$ cat src/hw/rtl/pkthc_pkg.sv
`timescale 1ns / 1ps
// package for the packet header checksum checker
// types and constants shared by all rtl modules; no dependencies
package pkthc_pkg;

    localparam int HEADER_BYTES = 16;
    localparam int HDR_STORE    = HEADER_BYTES - 1;
    localparam int HDR_IDX_W    = $clog2(HDR_STORE);
    localparam int POS_W        = 15;
    localparam int SUM_W        = 23;
    localparam int ACC_W        = 32;

    // checksum modulus, (1 << 23) - 1
    localparam logic [SUM_W-1:0] SUM_MODULUS = {SUM_W{1'b1}};

    typedef struct packed {
        logic [27:0] source_address;
        logic [27:0] destination_address;
        logic [3:0]  source_port;
        logic [3:0]  destination_port;
        logic [13:0] fragment_offset;
        logic [13:0] total_length;
        logic [4:0]  hop_limit;
        logic [22:0] checksum;
        logic [1:0]  compression_kind;
        logic [5:0]  traffic_kind;
        logic        length_bad;
    } hdr_fields_t;

    // one step of the running sum, from the parser to the accumulator
    typedef struct packed {
        logic             first;
        logic             last;
        logic [ACC_W-1:0] contrib;
        hdr_fields_t      fields;
    } pkt_evt_t;

    // finished packet, from the accumulator to the output stage
    typedef struct packed {
        logic [ACC_W-1:0] total;
        hdr_fields_t      fields;
    } pkt_sum_t;

endpackage

$ cat src/hw/rtl/pkthc_byte_if.sv
`timescale 1ns / 1ps
// byte stream channel: valid, ready and one packet byte
// no dependencies
interface pkthc_byte_if;

    logic       valid;
    logic       ready;
    logic [7:0] data_byte;

    modport source (output valid, output data_byte, input ready);
    modport sink (input valid, input data_byte, output ready);

endinterface

$ cat src/hw/rtl/pkthc_res_if.sv
`timescale 1ns / 1ps
// result channel: valid, ready and the decoded header with the checksum verdict
// no dependencies
interface pkthc_res_if;

    logic        valid;
    logic        ready;
    logic [27:0] source_address;
    logic [27:0] destination_address;
    logic [3:0]  source_port;
    logic [3:0]  destination_port;
    logic [13:0] fragment_offset;
    logic [13:0] total_length;
    logic [4:0]  hop_limit;
    logic [1:0]  compression_kind;
    logic [5:0]  traffic_kind;
    logic [22:0] computed_sum;
    logic        sum_matches;
    logic        length_bad;

    modport source (
        output valid, output source_address, output destination_address,
        output source_port, output destination_port, output fragment_offset,
        output total_length, output hop_limit, output compression_kind,
        output traffic_kind, output computed_sum, output sum_matches,
        output length_bad, input ready
    );
    modport sink (
        input valid, input source_address, input destination_address,
        input source_port, input destination_port, input fragment_offset,
        input total_length, input hop_limit, input compression_kind,
        input traffic_kind, input computed_sum, input sum_matches,
        input length_bad, output ready
    );

endinterface

$ cat src/hw/rtl/packet_header_checksum_checker_core.sv
`timescale 1ns / 1ps
// Packet header checksum checker. Takes one packet byte per cycle on stream,
// header first, while input ready is high; after the 16-byte header it consumes
// the payload rounded up to whole 32-bit words and reports one item on report
// per packet: the decoded header fields, the sum of those fields but the
// checksum and the magnitudes of the payload words reduced modulo 2^23-1, a
// checksum match flag and a flag for a length field below 16 (payload then
// taken as empty). Bytes are accepted back to back across packet boundaries;
// the result shows on report once the last byte of its packet has passed the
// three-register pipeline (byte parser, running-sum adder, modulo reduction
// and output register). Input ready drops only while two finished results are
// waiting, one in the output register and one behind it in the running-sum
// stage, and the closing byte of a third packet has caught up with them.
// No clearing pass: the header store is always written before it is read.
module packet_header_checksum_checker_core (
    input  logic        clk,
    input  logic        rst_n,
    pkthc_byte_if.sink  stream,
    pkthc_res_if.source report
);
    import pkthc_pkg::*;

    logic     evt_valid;
    pkt_evt_t evt;
    logic     evt_ready;
    logic     sum_valid;
    pkt_sum_t sum;
    logic     sum_ready;

    pkthc_parse u_parse (
        .clk       (clk),
        .rst_n     (rst_n),
        .stream    (stream),
        .evt_valid (evt_valid),
        .evt       (evt),
        .evt_ready (evt_ready)
    );

    pkthc_accum u_accum (
        .clk       (clk),
        .rst_n     (rst_n),
        .evt_valid (evt_valid),
        .evt       (evt),
        .evt_ready (evt_ready),
        .sum_valid (sum_valid),
        .sum       (sum),
        .sum_ready (sum_ready)
    );

    pkthc_out u_out (
        .clk       (clk),
        .rst_n     (rst_n),
        .sum_valid (sum_valid),
        .sum       (sum),
        .sum_ready (sum_ready),
        .report    (report)
    );

    // the reduced sum never reaches the modulus itself
    assert property (@(posedge clk) disable iff (!rst_n)
        report.valid |-> (report.computed_sum != SUM_MODULUS))
    else $error("computed_sum not fully reduced");

    // a packet never opens and closes on the same byte
    assert property (@(posedge clk) disable iff (!rst_n)
        evt_valid |-> !(evt.first && evt.last))
    else $error("packet start and end on one byte");

    // every accepted byte shows up as a parser item in the next cycle
    assert property (@(posedge clk) disable iff (!rst_n)
        (stream.valid && stream.ready) |=> evt_valid)
    else $error("accepted byte lost in parser");

    // a finished total waiting for the output slot is neither dropped nor changed
    assert property (@(posedge clk) disable iff (!rst_n)
        (sum_valid && !sum_ready) |=> (sum_valid && $stable(sum)))
    else $error("pending packet total lost");

endmodule

$ cat src/hw/rtl/pkthc_parse.sv
`timescale 1ns / 1ps
// byte parser: tracks position in the packet, stores and decodes the header,
// gathers payload words and registers one sum contribution per byte (pkthc_pkg)
module pkthc_parse (
    input  logic                clk,
    input  logic                rst_n,
    pkthc_byte_if.sink          stream,
    output logic                evt_valid,
    output pkthc_pkg::pkt_evt_t evt,
    input  logic                evt_ready
);
    import pkthc_pkg::*;

    localparam logic [POS_W-1:0] POS_HDR_LAST = POS_W'(HEADER_BYTES - 1);
    localparam logic [POS_W-1:0] POS_PAYLOAD  = POS_W'(HEADER_BYTES);

    logic [POS_W-1:0] pos_reg, pos_next;
    logic [23:0]      word_reg, word_next;
    logic [POS_W-1:0] end_reg, end_next;
    logic [7:0]       hdr_reg [HDR_STORE];
    hdr_fields_t      pkt_fields_reg, pkt_fields_next;
    logic             evt_valid_reg, evt_valid_next;
    pkt_evt_t         evt_reg, evt_next;

    logic             in_fire;
    logic             hdr_we;
    logic [7:0]       hb [HEADER_BYTES];
    hdr_fields_t      dec;
    logic [13:0]      len_adj;
    logic [13:0]      payload_len;
    logic [POS_W-1:0] hdr_end;
    logic [31:0]      word;
    logic [POS_W-1:0] pos_inc;

    // weight of each header byte in the sum of all fields but the checksum
    function automatic logic [ACC_W-1:0] hdr_contrib(
        input logic [3:0] idx,
        input logic [7:0] b
    );
        logic [ACC_W-1:0] c;
        unique case (idx)
            4'd0:    c = ACC_W'(b) << 20;
            4'd1:    c = ACC_W'(b) << 12;
            4'd2:    c = ACC_W'(b) << 4;
            4'd3:    c = ACC_W'(b[7:4]) + (ACC_W'(b[3:0]) << 24);
            4'd4:    c = ACC_W'(b) << 16;
            4'd5:    c = ACC_W'(b) << 8;
            4'd6:    c = ACC_W'(b);
            4'd7:    c = ACC_W'(b[7:4]) + ACC_W'(b[3:0]);
            4'd8:    c = ACC_W'(b) << 6;
            4'd9:    c = ACC_W'(b[7:2]) + (ACC_W'(b[1:0]) << 12);
            4'd10:   c = ACC_W'(b) << 4;
            4'd11:   c = ACC_W'(b[7:4]) + (ACC_W'(b[3:0]) << 1);
            4'd12:   c = ACC_W'(b[7]);
            4'd15:   c = ACC_W'(b[7:6]) + ACC_W'(b[5:0]);
            default: c = '0;
        endcase
        return c;
    endfunction

    assign stream.ready = !evt_valid_reg || evt_ready;
    assign in_fire      = stream.valid && stream.ready;
    assign hdr_we       = in_fire && (pos_reg < POS_HDR_LAST);
    assign evt_valid    = evt_valid_reg;
    assign evt          = evt_reg;

    // header view with the last byte taken straight from the input
    always_comb
    begin
        for (int i = 0; i < HDR_STORE; i++)
        begin
            hb[i] = hdr_reg[i];
        end
        hb[HEADER_BYTES-1] = stream.data_byte;
    end

    always_comb
    begin
        dec.source_address      = {hb[0], hb[1], hb[2], hb[3][7:4]};
        dec.destination_address = {hb[3][3:0], hb[4], hb[5], hb[6]};
        dec.source_port         = hb[7][7:4];
        dec.destination_port    = hb[7][3:0];
        dec.fragment_offset     = {hb[8], hb[9][7:2]};
        dec.total_length        = {hb[9][1:0], hb[10], hb[11][7:4]};
        dec.hop_limit           = {hb[11][3:0], hb[12][7]};
        dec.checksum            = {hb[12][6:0], hb[13], hb[14]};
        dec.compression_kind    = hb[15][7:6];
        dec.traffic_kind        = hb[15][5:0];
        dec.length_bad          = dec.total_length < 14'(HEADER_BYTES);
    end

    // payload rounded up to whole words, empty when the length is too small
    assign len_adj     = dec.total_length - 14'(HEADER_BYTES - 3);
    assign payload_len = dec.length_bad ? '0 : {len_adj[13:2], 2'b00};
    assign hdr_end     = POS_PAYLOAD + POS_W'(payload_len);
    assign word        = {word_reg, stream.data_byte};
    assign pos_inc     = pos_reg + POS_W'(1);

    always_comb
    begin
        pos_next        = pos_reg;
        word_next       = word_reg;
        end_next        = end_reg;
        pkt_fields_next = pkt_fields_reg;
        evt_valid_next  = evt_valid_reg;
        evt_next        = evt_reg;

        if (in_fire)
        begin
            evt_valid_next = 1'b1;
            evt_next.first = (pos_reg == '0);
            evt_next.last  = 1'b0;
            evt_next.contrib = '0;
            evt_next.fields  = pkt_fields_reg;
            if (pos_reg < POS_PAYLOAD)
            begin
                evt_next.contrib = hdr_contrib(pos_reg[3:0], stream.data_byte);
                if (pos_reg == POS_HDR_LAST)
                begin
                    end_next        = hdr_end;
                    word_next       = '0;
                    pkt_fields_next = dec;
                    evt_next.fields = dec;
                    if (payload_len == '0)
                    begin
                        evt_next.last = 1'b1;
                        pos_next      = '0;
                    end
                    else
                    begin
                        pos_next = POS_PAYLOAD;
                    end
                end
                else
                begin
                    pos_next = pos_inc;
                end
            end
            else
            begin
                if (pos_reg[1:0] == 2'b11)
                begin
                    // magnitude of the signed word; the most negative one stays 2^31
                    evt_next.contrib = word[31] ? (~word + 32'd1) : word;
                    word_next        = '0;
                end
                else
                begin
                    word_next = {word_reg[15:0], stream.data_byte};
                end
                if (pos_inc >= end_reg)
                begin
                    evt_next.last = 1'b1;
                    pos_next      = '0;
                end
                else
                begin
                    pos_next = pos_inc;
                end
            end
        end
        else if (evt_valid_reg && evt_ready)
        begin
            evt_valid_next = 1'b0;
        end
    end

    always_ff @(posedge clk or negedge rst_n)
    begin
        if (!rst_n)
        begin
            pos_reg       <= '0;
            word_reg      <= '0;
            end_reg       <= '0;
            evt_valid_reg <= 1'b0;
        end
        else
        begin
            pos_reg       <= pos_next;
            word_reg      <= word_next;
            end_reg       <= end_next;
            evt_valid_reg <= evt_valid_next;
        end
    end

    always_ff @(posedge clk)
    begin
        pkt_fields_reg <= pkt_fields_next;
        evt_reg        <= evt_next;
        if (hdr_we)
        begin
            hdr_reg[pos_reg[HDR_IDX_W-1:0]] <= stream.data_byte;
        end
    end

endmodule

$ cat src/hw/rtl/pkthc_accum.sv
`timescale 1ns / 1ps
// running sum: adds one contribution per item and hands the finished
// packet total to the output stage (pkthc_pkg)
module pkthc_accum (
    input  logic                clk,
    input  logic                rst_n,
    input  logic                evt_valid,
    input  pkthc_pkg::pkt_evt_t evt,
    output logic                evt_ready,
    output logic                sum_valid,
    output pkthc_pkg::pkt_sum_t sum,
    input  logic                sum_ready
);
    import pkthc_pkg::*;

    logic [ACC_W-1:0] acc_reg;
    logic [ACC_W-1:0] acc_next;
    logic             sum_valid_reg;
    pkt_sum_t         sum_reg;
    logic             sum_free;
    logic             take;

    // only the closing item of a packet has to wait for the output slot
    assign sum_free  = !sum_valid_reg || sum_ready;
    assign evt_ready = !evt.last || sum_free;
    assign take      = evt_valid && evt_ready;
    assign acc_next  = evt.first ? evt.contrib : acc_reg + evt.contrib;
    assign sum_valid = sum_valid_reg;
    assign sum       = sum_reg;

    always_ff @(posedge clk or negedge rst_n)
    begin
        if (!rst_n)
        begin
            sum_valid_reg <= 1'b0;
        end
        else if (sum_free)
        begin
            sum_valid_reg <= take && evt.last;
        end
    end

    always_ff @(posedge clk)
    begin
        if (take)
        begin
            acc_reg <= acc_next;
        end
        if (take && evt.last)
        begin
            sum_reg.total  <= acc_next;
            sum_reg.fields <= evt.fields;
        end
    end

endmodule

$ cat src/hw/rtl/pkthc_out.sv
`timescale 1ns / 1ps
// output register: reduces the packet total modulo 2^23-1, compares it
// against the header checksum and holds the result item (pkthc_pkg, pkthc_res_if)
module pkthc_out (
    input  logic                clk,
    input  logic                rst_n,
    input  logic                sum_valid,
    input  pkthc_pkg::pkt_sum_t sum,
    output logic                sum_ready,
    pkthc_res_if.source         report
);
    import pkthc_pkg::*;

    logic              valid_reg;
    hdr_fields_t       fields_reg;
    logic [SUM_W-1:0]  computed_reg;
    logic              match_reg;
    logic [SUM_W:0]    folded;
    logic [SUM_W-1:0]  reduced;
    logic              load;

    assign sum_ready = !valid_reg || report.ready;
    assign load      = sum_valid && sum_ready;

    // 2^23 is 1 modulo 2^23-1, so fold the top bits down, then one subtract
    assign folded  = {1'b0, sum.total[SUM_W-1:0]} + (SUM_W+1)'(sum.total[ACC_W-1:SUM_W]);
    assign reduced = (folded >= {1'b0, SUM_MODULUS}) ?
                     SUM_W'(folded - {1'b0, SUM_MODULUS}) : folded[SUM_W-1:0];

    always_ff @(posedge clk or negedge rst_n)
    begin
        if (!rst_n)
        begin
            valid_reg <= 1'b0;
        end
        else if (sum_ready)
        begin
            valid_reg <= sum_valid;
        end
    end

    always_ff @(posedge clk)
    begin
        if (load)
        begin
            fields_reg   <= sum.fields;
            computed_reg <= reduced;
            match_reg    <= (reduced == sum.fields.checksum);
        end
    end

    assign report.valid               = valid_reg;
    assign report.source_address      = fields_reg.source_address;
    assign report.destination_address = fields_reg.destination_address;
    assign report.source_port         = fields_reg.source_port;
    assign report.destination_port    = fields_reg.destination_port;
    assign report.fragment_offset     = fields_reg.fragment_offset;
    assign report.total_length        = fields_reg.total_length;
    assign report.hop_limit           = fields_reg.hop_limit;
    assign report.compression_kind    = fields_reg.compression_kind;
    assign report.traffic_kind        = fields_reg.traffic_kind;
    assign report.computed_sum        = computed_reg;
    assign report.sum_matches         = match_reg;
    assign report.length_bad          = fields_reg.length_bad;

endmodule

$ cat src/flat_wrapper.sv
// flat-port wrapper written by rule: the top's interface ports become plain ports
module packet_header_checksum_checker_core_flat import pkthc_pkg::*;
  (clk, rst_n, stream_valid, stream_data_byte, stream_ready, report_valid, report_source_address, report_destination_address, report_source_port, report_destination_port, report_fragment_offset, report_total_length, report_hop_limit, report_compression_kind, report_traffic_kind, report_computed_sum, report_sum_matches, report_length_bad, report_ready);
  pkthc_byte_if stream_i ();
  pkthc_res_if report_i ();
  input  logic clk;
  input  logic rst_n;
  input wire logic [$bits(stream_i.valid)-1:0] stream_valid;
  input wire logic [$bits(stream_i.data_byte)-1:0] stream_data_byte;
  output wire logic [$bits(stream_i.ready)-1:0] stream_ready;
  output wire logic [$bits(report_i.valid)-1:0] report_valid;
  output wire logic [$bits(report_i.source_address)-1:0] report_source_address;
  output wire logic [$bits(report_i.destination_address)-1:0] report_destination_address;
  output wire logic [$bits(report_i.source_port)-1:0] report_source_port;
  output wire logic [$bits(report_i.destination_port)-1:0] report_destination_port;
  output wire logic [$bits(report_i.fragment_offset)-1:0] report_fragment_offset;
  output wire logic [$bits(report_i.total_length)-1:0] report_total_length;
  output wire logic [$bits(report_i.hop_limit)-1:0] report_hop_limit;
  output wire logic [$bits(report_i.compression_kind)-1:0] report_compression_kind;
  output wire logic [$bits(report_i.traffic_kind)-1:0] report_traffic_kind;
  output wire logic [$bits(report_i.computed_sum)-1:0] report_computed_sum;
  output wire logic [$bits(report_i.sum_matches)-1:0] report_sum_matches;
  output wire logic [$bits(report_i.length_bad)-1:0] report_length_bad;
  input wire logic [$bits(report_i.ready)-1:0] report_ready;
  assign stream_i.valid = stream_valid;
  assign stream_i.data_byte = stream_data_byte;
  assign stream_ready = stream_i.ready;
  assign report_valid = report_i.valid;
  assign report_source_address = report_i.source_address;
  assign report_destination_address = report_i.destination_address;
  assign report_source_port = report_i.source_port;
  assign report_destination_port = report_i.destination_port;
  assign report_fragment_offset = report_i.fragment_offset;
  assign report_total_length = report_i.total_length;
  assign report_hop_limit = report_i.hop_limit;
  assign report_compression_kind = report_i.compression_kind;
  assign report_traffic_kind = report_i.traffic_kind;
  assign report_computed_sum = report_i.computed_sum;
  assign report_sum_matches = report_i.sum_matches;
  assign report_length_bad = report_i.length_bad;
  assign report_i.ready = report_ready;
  packet_header_checksum_checker_core u_core (.clk(clk), .rst_n(rst_n), .stream(stream_i), .report(report_i));
endmodule
$ cat config.mk
export PLATFORM = sky130hd
export DESIGN_NAME = packet_header_checksum_checker_core_flat
export DESIGN_NICKNAME = d
export VERILOG_FILES = /design/src/hw/rtl/pkthc_pkg.sv /design/src/hw/rtl/pkthc_byte_if.sv /design/src/hw/rtl/pkthc_res_if.sv /design/src/hw/rtl/packet_header_checksum_checker_core.sv /design/src/hw/rtl/pkthc_parse.sv /design/src/hw/rtl/pkthc_accum.sv /design/src/hw/rtl/pkthc_out.sv /design/src/flat_wrapper.sv
export SDC_FILE = /design/constraint.sdc
export NUM_CORES = 1
export LEC_CHECK = 0
export ABC_AREA = 1
export BUFFER_PORTS_ARGS = -buffer_cell sky130_fd_sc_hd__buf_2
export CAP_MARGIN = 20
export CORE_ASPECT_RATIO = 1.2
export CORE_UTILIZATION = 45
export CTS_BUF_LIST = sky130_fd_sc_hd__clkbuf_16
export DETAILED_ROUTE_END_ITERATION = 8
export GPL_TIMING_DRIVEN = 0
export PLACE_DENSITY_LB_ADDON = 0.3
export SKIP_CTS_REPAIR_TIMING = 1
export SYNTH_ARGS = -nofsm -noshare
export SYNTH_HDL_FRONTEND = slang
export SYNTH_SLANG_ARGS = --single-unit
$ cat constraint.sdc
create_clock -name clk -period 7.3 [get_ports clk]
set_input_delay 2.19 -clock clk [delete_from_list [all_inputs] [get_ports clk]]
set_output_delay 2.19 -clock clk [all_outputs]
set_load 0.1 [all_outputs]
==> results.json, run 1 <==
{
  "status": "finished, final reports clean",
  "tritoncts": "yes",
  "power_density_nw_per_um2": 378.9,
  "r2r-start": "u_core.u_parse.pos_reg[0]",
  "fin_util": 0.5260,
  "p_leak_nw": 12.35,
  "layout-drive-gt1-share": 0.1250,
  "fin_setup_tns_ps": 0,
  "synth_edf_count": 606,
  "placedCellCount": 3197,
  "setup_viol": 0,
  "required_ps": 5110,
  "fp.coreArea_um2": 59960,
  "h-tree-depth": 2,
  "ys_async_sr_fraction": 0.08321,
  "period_needed_ps": 5513,
  "die_y_um": 272.9,
  "startpoint_type": "primary input",
  "clk_path_buf_depth": 3,
  "hold_slack_ps": 396.6,
  "grt_pass1_vias": 16800,
  "ctsRootBufferMaster": "clkbuf_16",
  "slew-limit-headroom": 0.3700,
  "post_dp_cell_area_um2": 29460,
  "r2r_slack_ps": 2440,
  "yosysTopAreaCell": "edfxtp_1",
  "grtUsageTotal": 0.1906,
  "synth_top_flop_cell": "edfxtp_1",
  "yosys_register_bits": 661,
  "synth_area_um2": 27520,
  "die-area_um2": 62150,
  "r2r-end": "u_core.u_parse.pos_reg[10]",
  "final_cells": 3312,
  "portBuffers": 143,
  "via_per_inst": 5.080,
  "antenna_found_initial": 2,
  "fin_total_pwr_mw": 11.95,
  "grt_pass1_wl_mm": 92.29,
  "grt_max_degree": 88,
  "end_kind": "primary output",
  "num_io_pins": 144,
  "max_freq_ghz": 0.1814,
  "critPathMaxStageDelay_ps": 310,
  "path_clk_slew_ps": 60,
  "rows": 98,
  "path_cells": "buf_2 -> nor2_1 -> nand3_1 -> nor2_1 -> inv_1 -> buf_2",
  "yosys_warnings": 0,
  "rsz0062_at_grt": "false",
  "min_path_cells": 0,
  "worstMarginPinSlew_ps": 941.5,
  "dr_total_vias": 16830,
  "final_area_um2": 31540,
  "slew_violations": 0,
  "drtAntennaViolNets": 0,
  "crit_start": "report_ready",
  "antenna_cells": 0,
  "cts_sinks": 661,
  "clock_latency_ps": 650,
  "synthesis.nets": 2330,
  "ys_top_cells_by_area": "edfxtp_1 (66%), nand2_1 (6.2%), dfrtp_1 (5.0%)",
  "reg2reg_depth": 21,
  "drtIter0Drc": 1419,
  "max-vdd-ir-drop_mv": 0.2224,
  "initial_utilization": 0.4589,
  "max_cap_viol_count": 0,
  "place_congestion": 0.8907,
  "dieWidth_um": 227.7,
  "drcViolationCount": 0,
  "hold_class": "reg2reg",
  "syn_avg_cell_area_um2": 12.27,
  "nets": 2547,
  "finalHoldViolCount": 0,
  "avgRoutedWirePerCell_um": 17.87,
  "hold_start": "u_core.u_parse.hdr_reg[14][3]",
  "setup_ws_ps": 1787,
  "worstPathMaxFanout": 3,
  "crit_type": "in2out",
  "worstPathArrival_ps": 3320,
  "syn2layout_area_growth_pct": 14.60,
  "cpMaxStageDelayCell": "buf_2",
  "synth_cell_type_count": 53,
  "dp_hpwl_mm": 41.58,
  "netlist.area_leader.share": 0.6613,
  "place_ws_ps": 1761,
  "syn-instance-count": 2243,
  "drt-pass1-iter-count": 5,
  "cts_buffers": 61,
  "final.period_utilization": 0.7552,
  "whs_endpoint": "u_core.u_parse.evt[12]",
  "final.setup_skew_ps": 54.60,
  "largest_reg_flops": 163,
  "drt_wl_total_mm": 59.18,
  "grt_overflow_total": 0,
  "yosysSeqAreaShare": 0.7113
}
==> power by group <==
part | switching, mW | total [mW] | internal (mW)
clock | 1.38 | 3.20 | 1.82
combinational | 2.74 | 3.70 | 0.967
sequential | 0.255 | 5.04 | 4.79
total | 4.37 | 11.9 | 7.58
==> worst max path at each step <==
stage | endpoint | slack (ps) | depth (start not counted)
after floorplan | u_core.u_parse.end_reg[10] | 30 | 8
after global placement | u_core.u_parse.end_reg[10] | -2280 | 9
after detailed placement | u_core.u_parse.evt[153] | 1760 | 16
after CTS | stream_ready | 1790 | 6
after global routing | stream_ready | 1730 | 6
final | stream_ready | 1790 | 6
==> cell type report <==
cell class / instances / area, um2
Fill cell: 4988 / 28420
Sequential cell: 661 / 19570
Multi-Input combinational cell: 1263 / 6725
Clock buffer: 61 / 1526
Inverter: 285 / 1075
Tap cell: 800 / 1001
Timing Repair Buffer: 154 / 928.4
Clock inverter: 54 / 545.5
Buffer: 34 / 161.4
==> synthesized netlist by cell type, drive strengths merged (2+ instances only) <==
library cell / count
fa: 5
buf: 9
nor3: 34
nor3b: 2
ha: 70
nand3: 114
o31ai: 2
dfrtp: 55
o211ai: 2
xnor2: 8
o22ai: 47
a31oi: 8
edfxtp: 606
nor4: 7
or2: 22
xor2: 45
a21oi: 78
o311ai: 2
o21a: 2
a21o: 4
inv: 275
nand4: 26
nor2: 176
clkinv: 10
and2: 2
nand2: 465
clkbuf: 25
a2111oi: 2
a221oi: 5
nand3b: 13
o21ai: 112
==> layout by cell type (no fill, tap or decap), drive strengths merged, types with 2 or more instances in the layout <==
master | synthesis | routed
clkbuf | 25 | 86
nand4 | 26 | 26
o22ai | 47 | 47
clkinv | 10 | 40
or2 | 22 | 22
nor4 | 7 | 7
nor3b | 2 | 2
o21a | 2 | 2
clkinvlp | 0 | 3
edfxtp | 606 | 606
dfrtp | 55 | 55
o21ai | 112 | 112
a21o | 4 | 4
xor2 | 45 | 45
xnor2 | 8 | 8
and2 | 2 | 2
bufinv | 0 | 8
fa | 5 | 5
a21oi | 78 | 78
o31ai | 2 | 2
buf | 9 | 163
nand3b | 13 | 13
inv | 275 | 288
nor2 | 176 | 176
a31oi | 8 | 8
nor3 | 34 | 34
o211ai | 2 | 2
o311ai | 2 | 2
ha | 70 | 70
a2111oi | 2 | 2
nand3 | 114 | 114
a221oi | 5 | 5
nand2 | 465 | 465
==> layer usage <==
metal  share of wire  track usage
met1            0.43       0.2388
met2            0.50       0.3375
met3           0.035      0.02462
met4           0.032      0.07059
met5         0.00019            0
==> cell families after synthesis <==
logic type / count (synthesis) / synth area share
adder cells (fa/ha/maj): 75 / 0.03547
XOR/XNOR: 53 / 0.01714
AO/OA/AOI/OAI: 274 / 0.05593
AND/OR/NAND/NOR: 861 / 0.1356
flip-flops: 661 / 0.7113
buffers and inverters: 319 / 0.04456
==> worst max-delay path: cells and delay by family <==
kind | cells | cell delay [ps]
buffers and inverters | 3 | 530
and+or+nand+nor | 3 | 590
No activity file was read; power rests on OpenSTA's default activity.
==> run 2: changes to the inputs <==
--- a/config.mk
+++ b/config.mk
@@ -5,7 +5,7 @@
 export SDC_FILE = /design/constraint.sdc
 export NUM_CORES = 1
 export LEC_CHECK = 0
-export ABC_AREA = 1
+export ABC_AREA = 0
 export BUFFER_PORTS_ARGS = -buffer_cell sky130_fd_sc_hd__buf_2
 export CAP_MARGIN = 20
 export CORE_ASPECT_RATIO = 1.2
==> constraint.sdc (replaced) <==
create_clock -name clk -period 5.2 [get_ports clk]
set_input_delay 1.56 -clock clk [delete_from_list [all_inputs] [get_ports clk]]
set_output_delay 1.56 -clock clk [all_outputs]
set_load 0.1 [all_outputs]
==> run 2 against run 1 <==
Combinational power decreased by 5%. Total power increased by 23%. Count of clock-buffer cells in the layout unchanged. Largest cell class unchanged.
==> results.json, run 2 <==
{
  "layout-drive-gt1-share": 0.1338,
  "drtAntennaViolNets": 0,
  "yosysSeqAreaShare": 0.7206,
  "clock_latency_ps": 630,
  "setup_viol": 0,
  "via_per_inst": 5.424,
  "setup_ws_ps": 207.8,
  "drtIter0Drc": 1207,
  "period_needed_ps": 4992,
  "dp_hpwl_mm": 40.31,
  "worstPathMaxFanout": 10,
  "layout_common_cells": "edfxtp_1 (606), nand2_1 (185), buf_2 (152)",
  "ys_async_sr_fraction": 0.08321,
  "syn_avg_cell_area_um2": 14.53,
  "finalHoldViolCount": 0,
  "worstMarginPinSlew_ps": 954.6,
  "final_area_um2": 31200,
  "p_leak_nw": 11.04,
  "initial_utilization": 0.4558,
  "cpMaxStageDelayCell": "a2111oi_1",
  "yosysTopAreaCell": "edfxtp_1",
  "synth_cell_type_count": 86,
  "place_ws_ps": 135.7,
  "portBuffers": 143,
  "num_io_pins": 144,
  "fin_total_pwr_mw": 14.67,
  "crit_top_cell": "nor2_1",
  "cts_sinks": 661,
  "critPathBufInv": 2,
  "syn-instance-count": 1870,
  "dieWidth_um": 226.3,
  "antenna_cells": 0,
  "grt_pass1_vias": 15730,
  "max_cap_viol_count": 0,
  "critPathTopFamily": "compound AO/OA/AOI/OAI gates",
  "worstPathArrival_ps": 5350,
  "end_kind": "flop",
  "critPathMaxStageDelay_ps": 570,
  "reg2reg_depth": 15,
  "status": "finished, final reports clean",
  "ys_top_cells_by_area": "edfxtp_1 (67%), dfrtp_1 (5.1%), ha_1 (3.2%)",
  "path_depth": 15,
  "die-area_um2": 61350,
  "synth_common_cells": "edfxtp_1 (606), nand2_1 (185), o21ai_0 (135)",
  "power_density_nw_per_um2": 470.0,
  "slew_violations": 0,
  "nets": 2175,
  "largest_reg_flops": 163,
  "post_dp_cell_area_um2": 29160,
  "die_y_um": 271.1,
  "hold_class": "reg2reg",
  "antenna_found_initial": 0,
  "dr_total_vias": 15930,
  "startpoint_type": "flop",
  "syn2layout_area_growth_pct": 14.88,
  "rsz0062_at_grt": "false",
  "grtUsageTotal": 0.1905,
  "fp.coreArea_um2": 59590,
  "clk_path_buf_depth": 3,
  "avgRoutedWirePerCell_um": 20.07,
  "tritoncts": "yes",
  "synth_edf_count": 606,
  "cts_buffers": 61,
  "slew-limit-headroom": 0.3613,
  "final.period_utilization": 0.9600,
  "required_ps": 5560,
  "path_cells": "ha_1 -> fa_1 -> a211oi_1 -> o21ai_1 -> a31oi_1 -> buf_2 -> nor2_1 -> nand3_1 -> o211ai_2 -> and4b_1 -> clkbuf_1 -> nor2_1 -> a2bb2o_4 -> or4_1 -> a2111oi_1",
  "path_clk_slew_ps": 60,
  "drt-pass1-iter-count": 8,
  "yosys.cell_count.top_type": "edfxtp_1",
  "yosys_warnings": 0,
  "crit_type": "reg2reg",
  "grt_pass1_wl_mm": 89.78,
  "ctsRootBufferMaster": "clkbuf_16",
  "drt_wl_total_mm": 58.93,
  "synth_top_flop_cell": "edfxtp_1",
  "grt_max_degree": 118,
  "synthesis.nets": 1957,
  "drcViolationCount": 0,
  "rows": 98,
  "netlist.area_leader.share": 0.6700,
  "yosys_register_bits": 661,
  "grt_overflow_total": 0,
  "final.setup_skew_ps": 32.67,
  "final_common_cell": "edfxtp_1",
  "place_congestion": 0.8875,
  "h-tree-depth": 2,
  "max_freq_ghz": 0.2003,
  "min_path_cells": 0,
  "synth_area_um2": 27160,
  "max-vdd-ir-drop_mv": 0.2711
}
==> run 2: cell types whose count changed in the layout (fill, tap and decap cells not counted), moves of 29 or more <==
cell / before / now
xor2_1: 45 / 74
nand2_1: 451 / 185
clkbuf_1: 23 / 56
o21ai_0: 106 / 135
nand3_1: 111 / 35
inv_1: 278 / 60
nor2_1: 163 / 88
xnor2_1: 7 / 50
==> run 2: layout make-up <==
cell class / count / area [um2]
clock inverters: 51 / 503.0
well taps: 800 / 1001
multi-input cells: 1090 / 7158
clock buffers: 61 / 1526
repair buffers: 155 / 970.9
inverters: 47 / 176.4
plain buffers: 72 / 295.3
flip-flops and latches: 661 / 19570
fillers: 4953 / 28390
==> run 2: cells by family (layout without fill, tap and decap cells) <==
kind of cell | Yosys count | in the layout | synth area share
xor gates and xnor gates | 125 | 125 | 0.04081
and+or+nand+nor | 486 | 486 | 0.08784
muxes | 8 | 8 | 0.003132
AOI/OAI and AO/OA | 396 | 396 | 0.09471
adders and majority gates | 75 | 75 | 0.03593
DFF | 661 | 661 | 0.7206
buffers and inverters | 119 | 386 | 0.01695
==> run 2: layer usage <==
layer	part of all wire	global-route usage
met1	0.41	0.2395
met2	0.52	0.3360
met3	0.039	0.02241
met4	0.032	0.07095
met5	0	0
==> run 2: path summary, 6_finish.rpt <==
kind / from / end / slack, ps
setup / recovery: u_core.u_accum.sum[152] / u_core.u_out.report.sum_matches / 210
hold / removal: u_core.u_accum.sum[8] / u_core.u_out.report.compression_kind[1] / 410
setup reg to reg: u_core.u_accum.sum[152] / u_core.u_out.report.sum_matches / 210
hold reg to reg: u_core.u_accum.sum[8] / u_core.u_out.report.compression_kind[1] / 410
max in group asynchronous: rst_n / u_core.u_parse.word_reg[3] / 3600
min in group asynchronous: rst_n / u_core.u_parse.pos_reg[9] / 1000
==> run 2: stage by stage <==
| step | hold slack [ps] | setup TNS, ps | std cells | utilization |
|---|---|---|---|---|
| 6_report | 410.5 | 0 | 2937 | 0.5236 |
| 5_1_grt | 407.9 | 0 | 2937 | 0.5236 |
| 4_1_cts | 404.4 | 0 | 2936 | 0.5234 |
| 3_5_place_dp | 404.5 | 0 | 2824 | 0.4894 |
| 3_3_place_gp | 401.1 | -181010 | 2813 | 0.4848 |
| 2_1_floorplan | 400.3 | 0 | 1870 | - |
==> run 2: where the power goes <==
part | total [mW] | switching [mW] | internal (mW)
Combinational | 3.53 | 2.36 | 1.17
Clock | 4.45 | 1.91 | 2.54
Sequential | 6.69 | 0.295 | 6.39
Total | 14.7 | 4.56 | 10.1
==> run 2: worst reg2reg max path, cell delays in order (launching register included) <==
cell and delay (ps):
edfxtp_1 410, ha_1 240, fa_1 460, a211oi_1 460, o21ai_1 190, a31oi_1 380
buf_2 300, nor2_1 110, nand3_1 110, o211ai_2 170, and4b_1 250, clkbuf_1 230
nor2_1 220, a2bb2o_4 230, or4_1 420, a2111oi_1 570
==> run 3: changes to the inputs <==
--- a/config.mk
+++ b/config.mk
@@ -8,12 +8,14 @@
 export ABC_AREA = 0
 export BUFFER_PORTS_ARGS = -buffer_cell sky130_fd_sc_hd__buf_2
 export CAP_MARGIN = 20
-export CORE_ASPECT_RATIO = 1.2
+export CELL_PAD_IN_SITES_DETAIL_PLACEMENT = 1
+export CELL_PAD_IN_SITES_GLOBAL_PLACEMENT = 1
+export CORE_ASPECT_RATIO = 2
 export CORE_UTILIZATION = 45
 export CTS_BUF_LIST = sky130_fd_sc_hd__clkbuf_16
 export DETAILED_ROUTE_END_ITERATION = 8
 export GPL_TIMING_DRIVEN = 0
-export PLACE_DENSITY_LB_ADDON = 0.3
+export PLACE_DENSITY = 0.76
 export SKIP_CTS_REPAIR_TIMING = 1
 export SYNTH_ARGS = -nofsm -noshare
 export SYNTH_HDL_FRONTEND = slang
==> run 3 against run 2 <==
Final cell count is 1.3% lower. Setup slack gained 140 ps. Core utilization fell by 0.54 points. Critical path depth down 2. Non-clock buffer count is 1 lower. Largest cell class unchanged.
==> results.json, run 3 (synthesized netlist as in run 2, its figures left out) <==
{
  "crit_type": "reg2reg",
  "min_path_cells": 0,
  "reg2reg_depth": 13,
  "setup_viol": 0,
  "status": "finished, final reports clean",
  "hold_class": "reg2reg",
  "layout-drive-gt1-share": 0.1327,
  "nets": 2167,
  "power_density_nw_per_um2": 472.3,
  "via_per_inst": 5.608,
  "end_kind": "flop",
  "slew-limit-headroom": 0.2747,
  "startpoint_type": "flop",
  "ctsRootBufferMaster": "clkbuf_16",
  "final.period_utilization": 0.9338,
  "slew_violations": 0,
  "fin_total_pwr_mw": 14.62,
  "grtUsageTotal": 0.2255,
  "num_io_pins": 144,
  "cts_sinks": 661,
  "clock_latency_ps": 630,
  "drcViolationCount": 0,
  "rsz0062_at_grt": "false",
  "dieWidth_um": 175.7,
  "max_cap_viol_count": 0,
  "worstPathMaxFanout": 10,
  "syn2layout_area_growth_pct": 14.00,
  "antenna_found_initial": 0,
  "p_leak_nw": 10.90,
  "clk_path_buf_depth": 3,
  "final.setup_skew_ps": 45.36,
  "die-area_um2": 61410,
  "hold_slack_ps": 398.7,
  "drt_wl_total_mm": 68.37,
  "grt_overflow_total": 0,
  "initial_utilization": 0.4546,
  "tritoncts": "yes",
  "rows": 127,
  "portBuffers": 143,
  "grt_pass1_wl_mm": 103.2,
  "grt_max_degree": 114,
  "cts_buffers": 54,
  "max-vdd-ir-drop_mv": 0.3214,
  "finalHoldViolCount": 0,
  "layout_common_cells": "edfxtp_1 (606), nand2_1 (185), buf_2 (152)",
  "die_y_um": 349.5,
  "drt-pass1-iter-count": 7,
  "antenna_cells": 0,
  "fin_setup_tns_ps": 0,
  "drtAntennaViolNets": 0,
  "drtIter0Drc": 965,
  "required_ps": 5590,
  "h-tree-depth": 2,
  "worstMarginPinSlew_ps": 1077,
  "dr_total_vias": 16260,
  "path_clk_slew_ps": 70,
  "grt_pass1_vias": 17620,
  "worstPathArrival_ps": 5240,
  "max_freq_ghz": 0.2060,
  "final_common_cell": "edfxtp_1",
  "period_needed_ps": 4856,
  "fp.coreArea_um2": 59750,
  "dp_hpwl_mm": 49.59,
  "largest_reg_flops": 163,
  "avgRoutedWirePerCell_um": 23.58,
  "place_congestion": 0.9256
}
==> run 3: cell count changes in the layout (fill, tap and decap cells not counted), sizes merged <==
cell / delta
clkinvlp: +2
clkbuf: -7
inv: -4
buf: -1
clkinv: -1
bufinv: -1
==> run 3: power by group <==
group / total [mW] / internal, mW / leakage [nW] / switching (mW)
registers: 6.70 / 6.39 / 6.31 / 0.308
clock network: 4.18 / 2.28 / 0.906 / 1.90
logic: 3.75 / 1.18 / 3.69 / 2.57
total: 14.6 / 9.85 / 10.9 / 4.78
==> run 3: metrics by stage <==
| step | area (um2) | setup WS, ps | cells | utilization |
|---|---|---|---|---|
| finish | 30960 | 344.5 | 2899 | 0.5183 |
| global route | 30960 | 60.75 | 2899 | 0.5183 |
| CTS | 30950 | 56.21 | 2899 | 0.5181 |
| detailed placement | 29110 | 75.94 | 2798 | 0.4873 |
| global placement | 28860 | -1610 | 2787 | 0.4830 |
| floorplan | 27170 | 208.1 | 1870 | - |
==> run 3: final cells by class <==
type | instances | area, um2
Tap cell | 774 | 968.4
Timing Repair Buffer | 154 | 950.9
Clock inverter | 47 | 489.2
Buffer | 72 | 295.3
Fill cell | 5954 | 28780
Sequential cell | 661 | 19570
Multi-Input combinational cell | 1090 | 7159
Inverter | 47 | 176.4
Clock buffer | 54 | 1351
==> run 3: worst paths after layout <==
path	startpoint	endpoint	slack, ps
worst min-delay path	u_core.u_accum.sum[32]	u_core.u_out.report.hop_limit[0]	400
worst max-delay path	u_core.u_accum.sum[129]	u_core.u_out.report.sum_matches	340
worst max register to register	u_core.u_accum.sum[129]	u_core.u_out.report.sum_matches	340
worst min register to register	u_core.u_accum.sum[32]	u_core.u_out.report.hop_limit[0]	400
min in group asynchronous	rst_n	u_core.u_parse.word_reg[16]	900
max in group asynchronous	rst_n	u_core.u_out.report.valid	3720
==> run 3: routing by layer <==
metal	routed length [um]	GRT usage
met5	0	0
met4	4339	0.1409
met3	2028	0.02195
met1	23110	0.2180
met2	38890	0.4459
==> run 3: worst max-delay path, stage by stage, from the launching register on <==
cell	delay (ps)
edfxtp_1	380
ha_1	250
fa_1	490
a211oi_2	380
o21ai_1	160
a31oi_1	440
buf_2	330
a31oi_1	120
o21ai_1	440
nand3_2	320
mux2i_1	230
o21ai_0	190
or4_1	550
a2111oi_1	360
